## src/rtl/fqpc_pkg.sv

```systemverilog
// ----------------------------------------------------------------------------
// fqpc_pkg
// Shared types and constants for the fifo queue with peek and match count.
// ----------------------------------------------------------------------------
package fqpc_pkg;

  // default sizing of the queue
  localparam int unsigned DepthDef     = 16;
  localparam int unsigned DataWidthDef = 32;

  // fixed field widths of the command and response transactions
  localparam int unsigned CmdW  = 2;
  localparam int unsigned ValW  = 32;
  localparam int unsigned PosW  = 8;
  localparam int unsigned StatW = 2;
  localparam int unsigned OccW  = 5;

  // command codes
  typedef enum logic [CmdW-1:0] {
    CMD_PUSH  = 2'd0,
    CMD_POP   = 2'd1,
    CMD_GET   = 2'd2,
    CMD_COUNT = 2'd3
  } cmd_e;

  // response status codes
  typedef enum logic [StatW-1:0] {
    STAT_OK      = 2'd0,
    STAT_EMPTY   = 2'd1,
    STAT_MISSING = 2'd2,
    STAT_FULL    = 2'd3
  } status_e;

  // sequencer states
  typedef enum logic [2:0] {
    S_IDLE,
    S_EXEC,
    S_READ,
    S_SCAN,
    S_DRAIN,
    S_DONE
  } state_e;

  // control of the shared match unit
  typedef struct packed {
    logic clear;
    logic en;
  } cmp_ctrl_t;

endpackage

```

## src/rtl/fqpc_if.sv

```systemverilog
// ----------------------------------------------------------------------------
// fqpc_cmd_if / fqpc_rsp_if
// Valid/ready channels carrying command and response transactions.
// ----------------------------------------------------------------------------
interface fqpc_cmd_if;
  logic                             valid;
  logic                             ready;
  logic [fqpc_pkg::CmdW-1:0]        command;
  logic signed [fqpc_pkg::ValW-1:0] value;
  logic [fqpc_pkg::PosW-1:0]        position;

  modport source (output valid, command, value, position, input ready);
  modport sink   (input valid, command, value, position, output ready);
endinterface

interface fqpc_rsp_if;
  logic                             valid;
  logic                             ready;
  logic signed [fqpc_pkg::ValW-1:0] result_value;
  logic [fqpc_pkg::StatW-1:0]       status;
  logic [fqpc_pkg::OccW-1:0]        occupancy;

  modport source (output valid, result_value, status, occupancy, input ready);
  modport sink   (input valid, result_value, status, occupancy, output ready);
endinterface

```

## src/rtl/fqpc_mem.sv

```systemverilog
// ----------------------------------------------------------------------------
// fqpc_mem
// Entry store: one write port, one read port with registered read data.
// ----------------------------------------------------------------------------
module fqpc_mem #(
  parameter int unsigned DEPTH      = fqpc_pkg::DepthDef,
  parameter int unsigned DATA_WIDTH = fqpc_pkg::DataWidthDef
) (
  input  logic                          clk_i,
  input  logic                          wr_en_i,
  input  logic [$clog2(DEPTH)-1:0]      wr_addr_i,
  input  logic signed [DATA_WIDTH-1:0]  wr_data_i,
  input  logic                          rd_en_i,
  input  logic [$clog2(DEPTH)-1:0]      rd_addr_i,
  output logic signed [DATA_WIDTH-1:0]  rd_data_o
);

  logic signed [DATA_WIDTH-1:0] mem_q [DEPTH];
  logic signed [DATA_WIDTH-1:0] rd_data_q;

  // write port
  always_ff @(posedge clk_i) begin
    if (wr_en_i) begin
      mem_q[wr_addr_i] <= wr_data_i;
    end
  end

  // read port
  always_ff @(posedge clk_i) begin
    if (rd_en_i) begin
      rd_data_q <= mem_q[rd_addr_i];
    end
  end

  assign rd_data_o = rd_data_q;

endmodule

```

## src/rtl/fqpc_match.sv

```systemverilog
// ----------------------------------------------------------------------------
// fqpc_match
// Shared compare unit: checks one read word per cycle against the search
// key and tallies the hits.
// ----------------------------------------------------------------------------
module fqpc_match #(
  parameter int unsigned DEPTH      = fqpc_pkg::DepthDef,
  parameter int unsigned DATA_WIDTH = fqpc_pkg::DataWidthDef
) (
  input  logic                          clk_i,
  input  logic                          rst_ni,
  input  fqpc_pkg::cmp_ctrl_t           ctrl_i,
  input  logic signed [DATA_WIDTH-1:0]  key_i,
  input  logic signed [DATA_WIDTH-1:0]  data_i,
  output logic [$clog2(DEPTH+1)-1:0]    hits_o
);

  logic [$clog2(DEPTH+1)-1:0] hits_q, hits_d;

  // hit counter
  always_comb begin
    hits_d = hits_q;
    if (ctrl_i.clear) begin
      hits_d = '0;
    end else if (ctrl_i.en && (data_i == key_i)) begin
      hits_d = hits_q + 1'b1;
    end
  end

  always_ff @(posedge clk_i or negedge rst_ni) begin
    if (!rst_ni) begin
      hits_q <= '0;
    end else begin
      hits_q <= hits_d;
    end
  end

  assign hits_o = hits_q;

endmodule

```

## src/rtl/fqpc_ctrl.sv

```systemverilog
// ----------------------------------------------------------------------------
// fqpc_ctrl
// Command sequencer: pointers, entry count, store access, scan loop and
// the response register.
// ----------------------------------------------------------------------------
module fqpc_ctrl #(
  parameter int unsigned DEPTH      = fqpc_pkg::DepthDef,
  parameter int unsigned DATA_WIDTH = fqpc_pkg::DataWidthDef
) (
  input  logic                          clk_i,
  input  logic                          rst_ni,
  fqpc_cmd_if.sink                      cmd_i,
  fqpc_rsp_if.source                    rsp_o,
  output logic                          wr_en_o,
  output logic [$clog2(DEPTH)-1:0]      wr_addr_o,
  output logic signed [DATA_WIDTH-1:0]  wr_data_o,
  output logic                          rd_en_o,
  output logic [$clog2(DEPTH)-1:0]      rd_addr_o,
  input  logic signed [DATA_WIDTH-1:0]  rd_data_i,
  output fqpc_pkg::cmp_ctrl_t           cmp_o,
  output logic signed [DATA_WIDTH-1:0]  key_o,
  input  logic [$clog2(DEPTH+1)-1:0]    hits_i
);

  localparam int unsigned IW = $clog2(DEPTH);
  localparam int unsigned CW = $clog2(DEPTH + 1);
  localparam int unsigned SW = IW + 1;
  localparam int unsigned LW = (CW > fqpc_pkg::PosW) ? CW : fqpc_pkg::PosW;
  localparam int unsigned VW = fqpc_pkg::ValW;

  // pointer step with wrap at the end of the store
  function automatic logic [IW-1:0] adv(input logic [IW-1:0] p);
    return (p == IW'(DEPTH - 1)) ? '0 : p + 1'b1;
  endfunction

  fqpc_pkg::state_e             state_q, state_d;
  fqpc_pkg::cmd_e               cmd_q, cmd_d;
  logic signed [DATA_WIDTH-1:0] key_q, key_d;
  logic [fqpc_pkg::PosW-1:0]    pos_q, pos_d;
  logic [IW-1:0]                head_q, head_d;
  logic [IW-1:0]                tail_q, tail_d;
  logic [CW-1:0]                count_q, count_d;
  logic [IW-1:0]                scan_ptr_q, scan_ptr_d;
  logic [CW-1:0]                remain_q, remain_d;
  logic                         scan_rd_q, scan_rd_d;
  logic signed [VW-1:0]         res_q, res_d;
  fqpc_pkg::status_e            status_q, status_d;
  logic                         sel_hits_q, sel_hits_d;
  logic                         out_valid_q, out_valid_d;
  logic signed [VW-1:0]         out_value_q, out_value_d;
  fqpc_pkg::status_e            out_status_q, out_status_d;
  logic [fqpc_pkg::OccW-1:0]    out_occ_q, out_occ_d;

  logic [SW-1:0]                peek_sum;
  logic [SW-1:0]                peek_idx;
  logic signed [63:0]           rd_wide;

  // address of the entry at a position counted from the head
  always_comb begin
    peek_sum = SW'(head_q) + SW'(pos_q);
    peek_idx = (peek_sum >= SW'(DEPTH)) ? peek_sum - SW'(DEPTH) : peek_sum;
  end

  // read word sign-extended from the stored width
  assign rd_wide = 64'(rd_data_i);

  // sequencer: next state, store access and datapath updates
  always_comb begin
    state_d      = state_q;
    cmd_d        = cmd_q;
    key_d        = key_q;
    pos_d        = pos_q;
    head_d       = head_q;
    tail_d       = tail_q;
    count_d      = count_q;
    scan_ptr_d   = scan_ptr_q;
    remain_d     = remain_q;
    scan_rd_d    = 1'b0;
    res_d        = res_q;
    status_d     = status_q;
    sel_hits_d   = sel_hits_q;
    out_valid_d  = out_valid_q;
    out_value_d  = out_value_q;
    out_status_d = out_status_q;
    out_occ_d    = out_occ_q;
    wr_en_o      = 1'b0;
    rd_en_o      = 1'b0;
    rd_addr_o    = head_q;
    cmp_o        = '{clear: 1'b0, en: scan_rd_q};
    cmd_i.ready  = 1'b0;

    // response register drains independently of the sequencer
    if (rsp_o.ready) begin
      out_valid_d = 1'b0;
    end

    unique case (state_q)
      fqpc_pkg::S_IDLE: begin
        cmd_i.ready = 1'b1;
        if (cmd_i.valid) begin
          cmd_d      = fqpc_pkg::cmd_e'(cmd_i.command);
          key_d      = DATA_WIDTH'(cmd_i.value);
          pos_d      = cmd_i.position;
          res_d      = '0;
          status_d   = fqpc_pkg::STAT_OK;
          sel_hits_d = 1'b0;
          state_d    = fqpc_pkg::S_EXEC;
        end
      end

      fqpc_pkg::S_EXEC: begin
        state_d = fqpc_pkg::S_DONE;
        if (cmd_q == fqpc_pkg::CMD_PUSH) begin
          if (count_q == CW'(DEPTH)) begin
            status_d = fqpc_pkg::STAT_FULL;
          end else begin
            wr_en_o = 1'b1;
            tail_d  = adv(tail_q);
            count_d = count_q + 1'b1;
          end
        end else if (count_q == '0) begin
          status_d = fqpc_pkg::STAT_EMPTY;
        end else begin
          unique case (cmd_q)
            fqpc_pkg::CMD_POP: begin
              rd_en_o   = 1'b1;
              rd_addr_o = head_q;
              head_d    = adv(head_q);
              count_d   = count_q - 1'b1;
              state_d   = fqpc_pkg::S_READ;
            end
            fqpc_pkg::CMD_GET: begin
              if (LW'(pos_q) >= LW'(count_q)) begin
                status_d = fqpc_pkg::STAT_MISSING;
              end else begin
                rd_en_o   = 1'b1;
                rd_addr_o = IW'(peek_idx);
                state_d   = fqpc_pkg::S_READ;
              end
            end
            default: begin
              // count: walk every stored entry from the head
              cmp_o.clear = 1'b1;
              scan_ptr_d  = head_q;
              remain_d    = count_q;
              sel_hits_d  = 1'b1;
              state_d     = fqpc_pkg::S_SCAN;
            end
          endcase
        end
      end

      fqpc_pkg::S_READ: begin
        res_d   = rd_wide[VW-1:0];
        state_d = fqpc_pkg::S_DONE;
      end

      fqpc_pkg::S_SCAN: begin
        rd_en_o    = 1'b1;
        rd_addr_o  = scan_ptr_q;
        scan_rd_d  = 1'b1;
        scan_ptr_d = adv(scan_ptr_q);
        remain_d   = remain_q - 1'b1;
        if (remain_q == CW'(1)) begin
          state_d = fqpc_pkg::S_DRAIN;
        end
      end

      fqpc_pkg::S_DRAIN: begin
        // last compare lands in the hit counter this cycle
        state_d = fqpc_pkg::S_DONE;
      end

      fqpc_pkg::S_DONE: begin
        if (!out_valid_q || rsp_o.ready) begin
          out_valid_d  = 1'b1;
          out_value_d  = sel_hits_q ? VW'(hits_i) : res_q;
          out_status_d = status_q;
          out_occ_d    = fqpc_pkg::OccW'(count_q);
          state_d      = fqpc_pkg::S_IDLE;
        end
      end

      default: begin
        state_d = fqpc_pkg::S_IDLE;
      end
    endcase
  end

  // state register
  always_ff @(posedge clk_i or negedge rst_ni) begin
    if (!rst_ni) begin
      state_q <= fqpc_pkg::S_IDLE;
    end else begin
      state_q <= state_d;
    end
  end

  // control registers
  always_ff @(posedge clk_i or negedge rst_ni) begin
    if (!rst_ni) begin
      head_q      <= '0;
      tail_q      <= '0;
      count_q     <= '0;
      remain_q    <= '0;
      scan_rd_q   <= 1'b0;
      out_valid_q <= 1'b0;
      sel_hits_q  <= 1'b0;
    end else begin
      head_q      <= head_d;
      tail_q      <= tail_d;
      count_q     <= count_d;
      remain_q    <= remain_d;
      scan_rd_q   <= scan_rd_d;
      out_valid_q <= out_valid_d;
      sel_hits_q  <= sel_hits_d;
    end
  end

  // payload registers
  always_ff @(posedge clk_i) begin
    cmd_q        <= cmd_d;
    key_q        <= key_d;
    pos_q        <= pos_d;
    scan_ptr_q   <= scan_ptr_d;
    res_q        <= res_d;
    status_q     <= status_d;
    out_value_q  <= out_value_d;
    out_status_q <= out_status_d;
    out_occ_q    <= out_occ_d;
  end

  assign wr_addr_o          = tail_q;
  assign wr_data_o          = key_q;
  assign key_o              = key_q;
  assign rsp_o.valid        = out_valid_q;
  assign rsp_o.result_value = out_value_q;
  assign rsp_o.status       = out_status_q;
  assign rsp_o.occupancy    = out_occ_q;

endmodule

```

## src/rtl/fifo_queue_with_peek_and_count.sv

```systemverilog
// ----------------------------------------------------------------------------
// fifo_queue_with_peek_and_count
// Queue of signed words with push, pop, indexed peek and match counting.
// ----------------------------------------------------------------------------
// From command transaction to response: push and error answers pass the execute
// and done states, pop and get add a store read state, a count of N stored entries
// scans one store read per cycle through the shared compare unit, then drains.
// Throughput: one command at a time; the next is taken once the previous
// response is in the output register, which holds it until taken.
// Reset clears pointers, entry count and control; the store is not cleared.
module fifo_queue_with_peek_and_count #(
  parameter int unsigned DEPTH      = fqpc_pkg::DepthDef,
  parameter int unsigned DATA_WIDTH = fqpc_pkg::DataWidthDef
) (
  input  logic        clk_i,
  input  logic        rst_ni,
  fqpc_cmd_if.sink    cmd_i,
  fqpc_rsp_if.source  rsp_o
);

  logic                          wr_en;
  logic [$clog2(DEPTH)-1:0]      wr_addr;
  logic signed [DATA_WIDTH-1:0]  wr_data;
  logic                          rd_en;
  logic [$clog2(DEPTH)-1:0]      rd_addr;
  logic signed [DATA_WIDTH-1:0]  rd_data;
  fqpc_pkg::cmp_ctrl_t           cmp_ctrl;
  logic signed [DATA_WIDTH-1:0]  key;
  logic [$clog2(DEPTH+1)-1:0]    hits;

  // sequencer
  fqpc_ctrl #(
    .DEPTH      (DEPTH),
    .DATA_WIDTH (DATA_WIDTH)
  ) u_ctrl (
    .clk_i     (clk_i),
    .rst_ni    (rst_ni),
    .cmd_i     (cmd_i),
    .rsp_o     (rsp_o),
    .wr_en_o   (wr_en),
    .wr_addr_o (wr_addr),
    .wr_data_o (wr_data),
    .rd_en_o   (rd_en),
    .rd_addr_o (rd_addr),
    .rd_data_i (rd_data),
    .cmp_o     (cmp_ctrl),
    .key_o     (key),
    .hits_i    (hits)
  );

  // entry store
  fqpc_mem #(
    .DEPTH      (DEPTH),
    .DATA_WIDTH (DATA_WIDTH)
  ) u_mem (
    .clk_i     (clk_i),
    .wr_en_i   (wr_en),
    .wr_addr_i (wr_addr),
    .wr_data_i (wr_data),
    .rd_en_i   (rd_en),
    .rd_addr_i (rd_addr),
    .rd_data_o (rd_data)
  );

  // shared compare unit
  fqpc_match #(
    .DEPTH      (DEPTH),
    .DATA_WIDTH (DATA_WIDTH)
  ) u_match (
    .clk_i  (clk_i),
    .rst_ni (rst_ni),
    .ctrl_i (cmp_ctrl),
    .key_i  (key),
    .data_i (rd_data),
    .hits_o (hits)
  );

endmodule

```

## src/flat_wrapper.sv

```systemverilog
// flat-port wrapper written by rule: the top's interface ports become plain ports
module fifo_queue_with_peek_and_count_flat 
#(
  parameter int unsigned DEPTH      = fqpc_pkg::DepthDef,
  parameter int unsigned DATA_WIDTH = fqpc_pkg::DataWidthDef
)
  (clk_i, rst_ni, cmd_i_valid, cmd_i_command, cmd_i_value, cmd_i_position, cmd_i_ready, rsp_o_valid, rsp_o_result_value, rsp_o_status, rsp_o_occupancy, rsp_o_ready);
  fqpc_cmd_if cmd_i_i ();
  fqpc_rsp_if rsp_o_i ();
  input  logic clk_i;
  input  logic rst_ni;
  input wire logic [$bits(cmd_i_i.valid)-1:0] cmd_i_valid;
  input wire logic [$bits(cmd_i_i.command)-1:0] cmd_i_command;
  input wire logic [$bits(cmd_i_i.value)-1:0] cmd_i_value;
  input wire logic [$bits(cmd_i_i.position)-1:0] cmd_i_position;
  output wire logic [$bits(cmd_i_i.ready)-1:0] cmd_i_ready;
  output wire logic [$bits(rsp_o_i.valid)-1:0] rsp_o_valid;
  output wire logic [$bits(rsp_o_i.result_value)-1:0] rsp_o_result_value;
  output wire logic [$bits(rsp_o_i.status)-1:0] rsp_o_status;
  output wire logic [$bits(rsp_o_i.occupancy)-1:0] rsp_o_occupancy;
  input wire logic [$bits(rsp_o_i.ready)-1:0] rsp_o_ready;
  assign cmd_i_i.valid = cmd_i_valid;
  assign cmd_i_i.command = cmd_i_command;
  assign cmd_i_i.value = cmd_i_value;
  assign cmd_i_i.position = cmd_i_position;
  assign cmd_i_ready = cmd_i_i.ready;
  assign rsp_o_valid = rsp_o_i.valid;
  assign rsp_o_result_value = rsp_o_i.result_value;
  assign rsp_o_status = rsp_o_i.status;
  assign rsp_o_occupancy = rsp_o_i.occupancy;
  assign rsp_o_i.ready = rsp_o_ready;
  fifo_queue_with_peek_and_count #(.DEPTH(DEPTH), .DATA_WIDTH(DATA_WIDTH)) u_core (.clk_i(clk_i), .rst_ni(rst_ni), .cmd_i(cmd_i_i), .rsp_o(rsp_o_i));
endmodule
```

## config.mk

```make
export PLATFORM = sky130hd
export DESIGN_NAME = fifo_queue_with_peek_and_count_flat
export DESIGN_NICKNAME = d
export VERILOG_FILES = /design/src/rtl/fqpc_pkg.sv /design/src/rtl/fqpc_if.sv /design/src/rtl/fqpc_mem.sv /design/src/rtl/fqpc_match.sv /design/src/rtl/fqpc_ctrl.sv /design/src/rtl/fifo_queue_with_peek_and_count.sv /design/src/flat_wrapper.sv
export SDC_FILE = /design/constraint.sdc
export NUM_CORES = 1
export LEC_CHECK = 0
export BUFFER_PORTS_ARGS = -buffer_cell sky130_fd_sc_hd__buf_2
export CORE_MARGIN = 2
export CORE_UTILIZATION = 25
export CTS_BUF_LIST = sky130_fd_sc_hd__clkbuf_8
export CTS_CLUSTER_DIAMETER = 100
export CTS_CLUSTER_SIZE = 10
export DETAILED_ROUTE_END_ITERATION = 8
export PLACE_DENSITY_LB_ADDON = 0.1
export SLEW_MARGIN = 0
export SYNTH_ARGS = -nofsm -noshare
export SYNTH_HDL_FRONTEND = slang
export SYNTH_SLANG_ARGS = --single-unit
export TNS_END_PERCENT = 20
```

## constraint.sdc

```tcl
create_clock -name clk_i -period 6.2 [get_ports clk_i]
set_clock_uncertainty 0.1 [all_clocks]
set_input_delay 1.24 -clock clk_i [delete_from_list [all_inputs] [get_ports clk_i]]
set_output_delay 1.24 -clock clk_i [all_outputs]
set_load 0.01 [all_outputs]
```

==> results of run 1 <==
[critical path, delay by kind of cell, from the launching register on]
| kind | cells | cell delay (ps) |
|---|---|---|
| AND/OR/NAND/NOR | 3 | 1060 |
| flip-flops | 1 | 510 |
| adder cells (fa/ha/maj) | 1 | 290 |
| AO/OA/AOI/OAI | 5 | 1640 |
| buffers and inverters | 1 | 310 |
[stage by stage]
stage               utilization [%]  worst slack [ps]  total power (W)  hold slack, ps  instance area [µm²]
global placement              27.34              2090          0.01088           327.8                30210
CTS                           28.39              2008          0.01374           356.3                31380
finish                        28.40              2120          0.01344           357.7                31390
detailed placement            27.34              2037          0.01088           335.1                30210
floorplan                         -              1684         0.009346           300.3                27810
global route                  28.40              1788          0.01429           372.0                31380
[synthesized netlist by cell type (10+ instances only)]
library cell	count
edfxtp_1	663
nand2_1	150
mux2i_1	129
o211ai_1	129
mux2_2	125
buf_2	53
xor2_1	36
nand4_1	35
and2_1	34
nor2_1	34
nor2b_1	30
dfrtp_1	29
clkbuf_1	23
ha_1	23
o21ai_0	22
inv_1	21
a21oi_1	19
nor3_1	12
buf_4	10
mux2_1	10
[layout make-up]
cell class | count | area [µm²]
fillers | 11130 | 79130
flip-flops and latches | 692 | 20640
multi-input cells | 875 | 6852
well taps | 1488 | 1862
clock buffers | 79 | 1087
repair buffers | 123 | 783.3
inverters | 21 | 78.83
clock inverters | 18 | 76.32
diodes | 6 | 15.01
[layout by cell type (no fill, tap or decap), types with 13 or more instances in the layout]
| cell | count |
|---|---|
| a21oi_1 | 18 |
| and2_1 | 33 |
| buf_2 | 86 |
| buf_4 | 31 |
| clkbuf_8 | 79 |
| dfrtp_1 | 28 |
| edfxtp_1 | 663 |
| ha_1 | 23 |
| inv_1 | 37 |
| mux2_2 | 125 |
| mux2i_1 | 129 |
| nand2_1 | 150 |
| nand4_1 | 35 |
| nor2_1 | 21 |
| nor2_4 | 13 |
| nor2b_1 | 29 |
| o211ai_1 | 129 |
| o21ai_0 | 22 |
| xor2_1 | 36 |
[registers in the layout, summed over array words and instances, names as in the netlist, 5 cells and up]
register and cells:
u_core.u_ctrl.remain_q 5, u_core.u_ctrl.rsp_o.result_value 32, u_core.u_ctrl.key_o 32, u_core.u_ctrl.count_q 5, u_core.u_match.hits_o 5, u_core.u_ctrl.rsp_o.occupancy 5, u_core.u_ctrl.pos_q 8, u_core.u_mem.rd_data_o 32
u_core.u_ctrl.res_q 32, u_core.u_mem.mem_q 512
[cell families after synthesis]
kind of cell,Yosys count
buffers and inverters,108
and+or+nand+nor,332
xor gates and xnor gates,45
adders and majority gates,25
AOI/OAI and AO/OA,209
DFF,692
muxes,264
[how the worst max path moves through the flow]
stage	start	end	slack [ps]	depth (start not counted)
floorplan	u_core.u_ctrl.cmd_q[0]$_DFFE_PP_	u_core.u_mem.mem_q[2][0]$_DFFE_PP_	1680	8
detailed placement	u_core.u_ctrl.key_o[26]$_DFFE_PP_	u_core.u_match.hits_o[4]$_DFFE_PN0P_	2040	7
global placement	u_core.u_ctrl.count_q[0]$_DFFE_PN0P_	u_core.u_mem.rd_data_o[20]$_DFFE_PP_	2090	10
global route	u_core.u_ctrl.count_q[0]$_DFFE_PN0P_	u_core.u_mem.rd_data_o[19]$_DFFE_PP_	1790	10
finish	u_core.u_ctrl.count_q[0]$_DFFE_PN0P_	u_core.u_mem.rd_data_o[19]$_DFFE_PP_	2120	10
CTS	u_core.u_ctrl.count_q[0]$_DFFE_PN0P_	u_core.u_mem.rd_data_o[20]$_DFFE_PP_	2010	10
[metal layers]
| layer | wire length, µm | vias up | track usage (%) |
|---|---|---|---|
| li1 | - | 6635 | - |
| met1 | 38180 | 7405 | 19.71 |
| met2 | 34940 | 285 | 21.39 |
| met3 | 3431 | 117 | 2.782 |
| met4 | 1833 | 6 | 3.905 |
| met5 | 41 | - | 0 |
[power by group through the flow]
stage | combinational, W | clock, W | sequential [W]
floorplan | 0.00316 | 0 | 0.00619
global placement | 0.00448 | 0 | 0.00640
detailed placement | 0.00447 | 0 | 0.00641
CTS | 0.00448 | 0.00295 | 0.00631
global route | 0.00480 | 0.00312 | 0.00637
finish | 0.00436 | 0.00279 | 0.00629
==> run metrics, run 1 <==
hpwl dp=44080 µm; Hold Path Depth=0; synth top area cells=edfxtp_1 (72%), mux2_2 (5.1%), mux2i_1 (4.6%); DRC violations left=0; Max Cap Violations=0; Final min period=4080 ps; leakage=10.21 nW; post-CTS setup buffers=0; power share of the clock group=about a fifth; Hold Crit Start=u_core.u_ctrl.status_q[1]$_SDFFCE_PN0P_; CP peak stage delay=780 ps; combinational family with the most area after synthesis=multiplexers; drt total wl=78430 µm; Worst setup SP type=flop; HP Class=flop to flop; clk sink count=692; worst-path fanout max=22; gr usage total=13.87%; Flop pwr share=46.8%; Worst Setup End Kind=flop; Yosys top cell by area=edfxtp_1; routed length per instance=between 20 and 25 µm; Synth Register Bits=692; area of the die=0.1139 mm²; Mapped Cells=1675; xor/xnor share of the synthesized area=between 1 and 1.5%; Hold Vio Cnt, Final=0; pwr dens=roughly 430 mW/mm²; critical path class=flop to flop; Synth Area in Compound Gates=5.461%; Crit Reg-Reg Endpoint=u_core.u_mem.rd_data_o[19]$_DFFE_PP_; via-per-instance ratio=around 4.4; hold endpoint=u_core.u_ctrl.rsp_o.status[1]$_DFFE_PP_; first-pass GRT wire length=111900 µm; # IOs=87; Worst-Margin Slew=around 1100 ps; mux share of post-synthesis cell area=10.11%; CTS tree=built; post-synth top area share=71.58%; Synth Area in Simple Gates=around 5.8%; H-tree depth=3; Finished Layout Cells=3302; R2R Path Start=u_core.u_ctrl.count_q[0]$_DFFE_PN0P_; status=complete, no violations; P_int=0.008668 W; Die Wd=337.6 µm; syn_area_per_cell=16.61 µm²; sw frac=a little over a third; ys flop type=edfxtp_1; sequential share of the synthesized area=74.19%; share of total power in combinational logic=32.4%; remaining antenna violation count after routing=0; Die Ht=between 300 and 400 µm; Layout Nets=1863; Starting Density=25.17%; Final GP Congestion=0.7386; vias in the first global route=15080; Layout area overhead=12.86%; mapped cell area=between 0.02 and 0.03 mm²; layout cells sized above 1=20.08%; Worst R2R Setup Slack=approximately 2100 ps; Setup TNS Final=0 ps; Clk pin slew, worst setup/hold paths=80 ps; required time worst endpoint=about 6700 ps; largest net degree at the start of global routing=between 100 and 150; P_sw=0.004770 W; CTS root buf=clkbuf_8; Iteration-0 DRC Markers=just under 1000; Bufs on Longest Clock Path=3; core footprint=0.1105 mm²; CP cell instances=ha_1 -> nand2b_1 -> a2111oi_1 -> o21a_4 -> o21ai_1 -> a22o_1 -> nor3_4 -> buf_12 -> o211ai_1 -> nand4_1; Post-Syn Nets=1746; CP Data Arrival Time=about 4600 ps; RSZ-0062 raised after global routing=no; Unique masters post-synth=59; maximum VDD drop=approximately 0.3 mV; Final Max Slew Viols=0; Final Cycle Share=65.81%; Worst-Skew Late Latency=between 700 and 800 ps; drt pass-1 iters=5; Vias=between 10000 and 15000; Slew HR=27.79%; Warnings, synthesis=0; # hold bufs at CTS=0; # placed instances=3199; Finish-stage setup viols=0; GR Overflow Total=0; f_max=245.1 MHz; R2R depth=10; CTS Buf Count=79; Slowest cell on crit path=nor3_4; number of flops mapped to enable cells by yosys=663; site row count=around 120; share of synthesized flip-flops with an asynchronous set or reset=4.191%; initial antenna violation count=8; # resized after CTS=0; PortBufs=86; Post-Synth Adder-Cell Area=1.179%
(Power assumes the default switching activity.)
==> inputs of run 2 (changes only) <==
- clock period: 6.2 -> 3.3 ns (I/O delays scaled with it)
==> run 2 against run 1 <==
Net effect:
- the run now ends with setup timing left
- cell area increased by 8.7%
- critical path depth up 4
- clock power up 94%
- sequential share of layout area down 5.3 points
- clock-buffer cell count stayed put
- core utilization is 2.5 points higher
- sequential power rose by 84%
- via count is 7.1% higher
- non-clock buffer count up 200
- fmax up 21%
- critical path type unchanged
- critical endpoint is now u_core.u_mem.rd_data_o[9]$_DFFE_PP_
==> run metrics, run 2 (synthesized netlist as in run 1, its figures left out) <==
status=finished with violations; failing checks=setup timing; Layout Nets=2063 (+11%); Slew HR=46.21% (+18 points); CTS root buf=clkbuf_8; R2R Path Start=u_core.u_ctrl.pos_q[4]$_DFFE_PP_; Vias=15480 (+7.1%); most flop-heavy register=u_core.u_mem.mem_q; # IOs=87 (unchanged); Max Cap Violations=0 (unchanged); Die Ht=337.6 µm (unchanged); DRC violations left=0 (unchanged); max reg flops=512 (unchanged); Final Max Slew Viols=0 (unchanged); core footprint=0.1105 mm² (unchanged); CP peak stage delay=440 ps (-340 ps); Starting Density=25.17% (unchanged); drt total wl=84470 µm (+7.7%); GR Overflow Total=0 (unchanged); Setup WS pre-CTS=-229.0 ps (-2266 ps); initial antenna violation count=5 (-3); gr usage total=14.75% (+0.88 points); Worst setup SP type=flop; HP Class=primary input to flop; Worst-Skew Late Latency=730 ps (about the same); Worst R2R Setup Slack=-70 ps (-2190 ps); CP cell instances=ha_4 -> or4_4 -> a2111oi_4 -> buf_4 -> o21a_4 -> o311ai_4 -> buf_12 -> buf_12 -> buf_16 -> buf_4 -> buf_16 -> mux2_2 -> o211ai_1 -> nand4_1; Hold Crit Start=cmd_i_value[7]; PortBufs=86 (unchanged); clk sink count=692 (unchanged); R2R depth=14 (+4); hpwl dp=50270 µm (+14%); Final Util=30.89% (+2.5 points); hold endpoint=u_core.u_ctrl.key_o[7]$_DFFE_PP_; Clk pin slew, worst setup/hold paths=80 ps (about the same); Crit Reg-Reg Endpoint=u_core.u_mem.rd_data_o[9]$_DFFE_PP_; Hold Path Depth=1 (+1); Iteration-0 DRC Markers=899 (-7.3%); Final Cycle Share=102.0% (+36 points); leakage=11.54 nW (+13%); CP top delay family=buffers and inverters; f_max=297.1 MHz (+21%); CP bufs+invs=6 (+5); via-per-instance ratio=4.408 (+0.73%); Worst Setup End Kind=flop; RSZ-0062 raised after global routing=yes; routed length per instance=24.06 µm (+1.3%); CP Data Arrival Time=3710 ps (-840 ps); site row count=122 (unchanged); Power, Total=0.02874 W (+110%); vias in the first global route=16050 (+6.5%); Bufs on Longest Clock Path=3 (unchanged); commonest non-fill, non-tap cell in the layout=edfxtp_1; H-tree depth=3 (unchanged); Die Wd=337.6 µm (unchanged); most frequent cells in the layout=edfxtp_1 (663), nand2_1 (144), o211ai_1 (129), mux2i_1 (125), mux2_2 (124); layout cells sized above 1=27.13% (+7.1 points); Slowest cell on crit path=or4_4; Final GP Congestion=0.7272 (-1.5%); Layout area overhead=22.73%; Hold Vio Cnt, Final=0 (unchanged); Final min period=3366 ps (-714.2 ps); Setup WS post-layout=-66.27 ps (-2186 ps); largest net degree at the start of global routing=49 (-63%); critical path class=flop to flop; maximum VDD drop=0.3577 mV (+19%); area of the die=0.1139 mm² (unchanged); CTS tree=built; pwr dens=842.0 mW/mm² (+97%); required time worst endpoint=3640 ps (-3030 ps); drt pass-1 iters=5 (unchanged); remaining antenna violation count after routing=0 (unchanged); CTS Buf Count=79 (unchanged); worst-path fanout max=7 (-68%); first-pass GRT wire length=118600 µm (+6.0%); Finish-stage setup viols=11 (+11); Worst-Margin Slew=806.9 ps (-273.6 ps)
## run 2: changes by cell type in the layout (fill, tap and decap cells not counted), sizes merged
cell | previous run | this run
buf | 123 | 278
bufbuf | 0 | 2
clkbuf | 79 | 81
clkinv | 0 | 1
clkinvlp | 1 | 0
diode | 6 | 3
dlygate4sd3 | 0 | 41
inv | 38 | 50
## run 2: power breakdown
part	switching (W)	total, W	leakage (nW)	internal, W
registers	0.000621	0.0116	6.37	0.0109
clock network	0.00318	0.00540	0.728	0.00222
logic	0.00620	0.0118	4.44	0.00557
## run 2: per-layer routing
metal / wire length [µm] / vias up / global-route usage [%]
met5: 0 / - / 0
met4: 2007 / 0 / 4.199
met3: 3127 / 110 / 2.312
met2: 38840 / 282 / 23.50
met1: 40490 / 8015 / 20.73
li1: - / 7068 / -
## run 2: worst max-delay path by stage
| stage | cells after the start | to | slack [ps] | start |
|---|---|---|---|---|
| 6_report | 14 | u_core.u_mem.rd_data_o[9]$_DFFE_PP_ | -70 | u_core.u_ctrl.pos_q[4]$_DFFE_PP_ |
| 3_5_place_dp | 11 | u_core.u_mem.rd_data_o[22]$_DFFE_PP_ | -230 | u_core.u_ctrl.count_q[4]$_DFFE_PN0P_ |
| 3_3_place_gp | 11 | u_core.u_mem.rd_data_o[8]$_DFFE_PP_ | -180 | u_core.u_ctrl.count_q[4]$_DFFE_PN0P_ |
| 5_1_grt | 14 | u_core.u_mem.rd_data_o[22]$_DFFE_PP_ | -190 | u_core.u_ctrl.pos_q[0]$_DFFE_PP_ |
| 4_1_cts | 17 | u_core.u_mem.rd_data_o[5]$_DFFE_PP_ | -70 | u_core.u_ctrl.count_q[4]$_DFFE_PN0P_ |
| 2_1_floorplan | 7 | u_core.u_mem.rd_data_o[0]$_DFFE_PP_ | -500 | u_core.u_ctrl.count_q[0]$_DFFE_PN0P_ |
## run 2: cell type report
class	instances	area (µm²)
clock inverter	30	167.7
antenna	3	7.507
fill	10970	76380
multi-input combinational	875	7003
tap	1488	1862
inverter	21	78.83
sequential	692	20640
clock buffer	79	1087
timing repair buffer	323	3293
## run 2: repair_timing
item	CTS	global route
endpoints found under the hold margin	69	0
setup buffers	20	13
hold buffers	41	0
gates cloned	8	2
setup endpoints to repair	32	38
resized for setup	43	22
pin swaps	19	24
## run 2: through the flow
step | instance area, µm² | instances | hold slack [ps] | setup TNS, ps
floorplan | 27850 | 1675 | 264.4 | -134630
global placement | 31620 | 3318 | 308.7 | -3181
detailed placement | 31620 | 3318 | 304.5 | -4565
CTS | 33910 | 3496 | 1.010 | -330.7
global route | 34130 | 3509 | 33.18 | -4050
finish | 34140 | 3511 | 70.72 | -331.3
==> inputs of run 3 (changes only) <==
- ABC_AREA: not set -> 1
- CORE_MARGIN: 2 -> not set
==> run 3 against run 2 <==
Net effect:
- the run now ends clean
- synthesized cell count up 61%
- sequential share of layout area down 1.8 points
- combinational power up 31%
- cell area up 3.0%
- sequential power up 8%
- routed wire length up 12%
- die area up 6.9%
- global-route usage up 0.88 points
- hold slack better by 10 ps
- cell count up 29%
- setup slack better by 280 ps
==> run metrics, run 3 <==
Layout Nets=2966 (+44%); Final Cycle Share=93.40% (-8.6 points); remaining antenna violation count after routing=0 (unchanged); clk sink count=692 (unchanged); Layout area overhead=16.85%; Warnings, synthesis=0 (unchanged); Synth Area in Simple Gates=19.67% (+14 points); CTS Buf Count=79 (unchanged); leakage=14.03 nW (+22%); synth top area cells=edfxtp_1 (66%), nand3_1 (9.8%), nand2_1 (6.0%); sequential share of the synthesized area=68.57% (-5.6 points); xor/xnor share of the synthesized area=0.7858% (-0.63 points); met2 routed WL=43490 µm (+12%); Fin Hold WS=81.14 ps (+10.41 ps); Mapped Cells=2695 (+61%); pwr dens=951.1 mW/mm² (+13%); share of synthesized flip-flops with an asynchronous set or reset=4.191% (unchanged); drt total wl=94850 µm (+12%); Slew HR=41.69% (-4.5 points); RSZ-0062 raised after global routing=no; Worst Setup End Kind=flop; max reg flops=512 (unchanged); Post-Synth Adder-Cell Area=1.089% (-0.089 points); Clk pin slew, worst setup/hold paths=80 ps (about the same); wl on met1=45420 µm (+12%); CP Data Arrival Time=3470 ps (-240 ps); Bufs on Longest Clock Path=3 (unchanged); gr usage total=15.64% (+0.88 points); GR Overflow Total=0 (unchanged); Hold Vio Cnt, Final=0 (unchanged); Finish-stage setup viols=0 (-11); critical path class=flop to flop; routed length per instance=20.95 µm (-13%); hpwl dp=56390 µm (+12%); PortBufs=86 (unchanged); via-per-instance ratio=4.390 (-0.39%); Starting Density=25.35% (+0.18 points); Synth Register Bits=692 (unchanged); Vias=19880 (+28%); CTS root buf=clkbuf_8; # IOs=87 (unchanged); post-synth top area share=66.16% (-5.4 points); H-tree depth=3 (unchanged); Worst setup SP type=flop; mux share of post-synthesis cell area=0% (-10 points); required time worst endpoint=3690 ps (+50 ps); most frequent cells after synthesis=edfxtp_1 (663), nand3_1 (591), nand2_1 (485); f_max=324.4 MHz (+9.2%); worst-path fanout max=36 (+29); number of flops mapped to enable cells by yosys=663 (unchanged); Worst R2R Setup Slack=220 ps (+280 ps); Worst-Skew Late Latency=740 ps (about the same); Post-Syn Nets=2766 (+58%); largest net degree at the start of global routing=107 (+120%); CTS tree=built; Final min period=3082 ps (-283.9 ps); site row count=126 (+3.3%); HP Class=primary input to flop; Synth Area in Compound Gates=1.572% (-3.9 points); initial antenna violation count=1 (-4); Worst-Margin Slew=874.6 ps (+67.72 ps); Die Ht=349.0 µm (+3.4%); count leader, synth=edfxtp_1; syn_area_per_cell=11.17 µm² (-33%); Final GP Congestion=0.7859 (+8.1%); Yosys top cell by area=edfxtp_1; vias in the first global route=19980 (+24%); Met3 Wirelength=4244 µm (+36%); Unique masters post-synth=41 (-31%); most frequent cells in the layout=edfxtp_1 (663), nand3_1 (591), nand2_1 (483), inv_1 (458), nor2_1 (96); most flop-heavy register=u_core.u_mem.mem_q; commonest non-fill, non-tap cell in the layout=edfxtp_1; mapped cell area=0.03009 mm² (+8.2%); maximum VDD drop=0.7759 mV (+120%); area of the die=0.1218 mm² (+6.9%); DRC violations left=0 (unchanged); core footprint=0.1187 mm² (+7.4%); ys flop type=edfxtp_1; first-pass GRT wire length=138900 µm (+17%); Top Metal Used=met4; drt pass-1 iters=5 (unchanged); combinational family with the most area after synthesis=simple AND/OR/NAND/NOR gates; Die Wd=349.0 µm (+3.4%); Max Cap Violations=0 (unchanged); Iteration-0 DRC Markers=1404 (+56%); layout cells sized above 1=11.79% (-15 points); Final Max Slew Viols=0 (unchanged); status=complete, no violations; Power, Total=0.03344 W (+16%)
[run 3: cell types whose count changed after synthesis, sizes merged, moves of 35 or more]
cell	delta
and2	-35
buf	+42
inv	+420
mux2	-135
mux2i	-129
nand2	+338
nand3	+583
nand3b	+64
nor2	+84
o211ai	-128
[run 3: timing repair]
| item | CTS | global route |
|---|---|---|
| endpoints found under the hold margin | 71 | 0 |
| gates resized for setup | 0 | 2 |
| buffers inserted | 0 | 0 |
| hold buffers | 43 | 0 |
| endpoints found under the setup margin | 0 | 8 |
[run 3: layout make-up]
cell class / instances / area (µm²)
Antenna cell: 1 / 2.502
Clock buffer: 83 / 1142
Clock inverter: 29 / 123.9
Fill cell: 12230 / 83550
Inverter: 442 / 1662
Multi-Input combinational cell: 1422 / 7161
Sequential cell: 692 / 20630
Tap cell: 1600 / 2002
Timing Repair Buffer: 258 / 2437
[run 3: final timing paths]
kind / endpoint / cells past startpoint / start
setup / recovery: u_core.u_mem.rd_data_o[12]$_DFFE_PP_ / 17 / u_core.u_ctrl.pos_q[3]$_DFFE_PP_
hold reg to reg: u_core.u_ctrl.rsp_o.status[1]$_DFFE_PP_ / 0 / u_core.u_ctrl.status_q[1]$_SDFFCE_PN0P_
min in group asynchronous: u_core.u_ctrl.wr_addr_o[0]$_DFFE_PN0P_ / 2 / rst_ni
hold / removal: u_core.u_ctrl.key_o[13]$_DFFE_PP_ / 1 / cmd_i_value[13]
max in group asynchronous: u_core.u_ctrl.count_q[0]$_DFFE_PN0P_ / 2 / rst_ni
setup reg to reg: u_core.u_mem.rd_data_o[12]$_DFFE_PP_ / 17 / u_core.u_ctrl.pos_q[3]$_DFFE_PP_
[run 3: critical path, cell delays in order (launching register included)]
cell and delay, ps:
edfxtp_1 420, ha_1 330, nand2_1 100, nor2_1 50
nor2_1 80, nand2_1 80, nand2_1 100, nand4_4 110
nand2_1 90, nand3_1 200, nand2_8 190, buf_12 200
buf_12 230, nand3b_1 100, nand3_1 110, nand3_1 140
nand3_1 100, nand2_1 60
[run 3: metal layers]
| metal | vias up | global-route usage (%) |
|---|---|---|
| met2 | 449 | 24.98 |
| met4 | 0 | 4.180 |
| met5 | - | 0 |
| li1 | 9444 | - |
| met1 | 9868 | 21.95 |
| met3 | 114 | 2.385 |
[run 3: stage by stage]
stage	area [µm²]	utilization (%)	instances	setup WS [ps]	TNS, ps
floorplan	30100	-	2695	-922.2	-29510
global placement	33450	28.18	4371	126.2	0
detailed placement	33450	28.18	4371	124.3	0
CTS	35150	29.61	4526	102.3	0
global route	35170	29.62	4527	7.430	0
finish	35170	29.62	4527	217.7	0
[run 3: cell families after synthesis]
logic type               after synthesis
AND/OR/NAND/NOR                     1286
flip-flops                           692
buffers and inverters                581
AO/OA/AOI/OAI                         84
XOR/XNOR                              27
adder cells (fa/ha/maj)               25
[run 3: report_power, final]
part	total, W	switching [W]	internal (W)
logic	0.0155	0.0106	0.00480
registers	0.0125	0.000758	0.0117
clock network	0.00551	0.00323	0.00228
total	0.0334	0.0146	0.0188
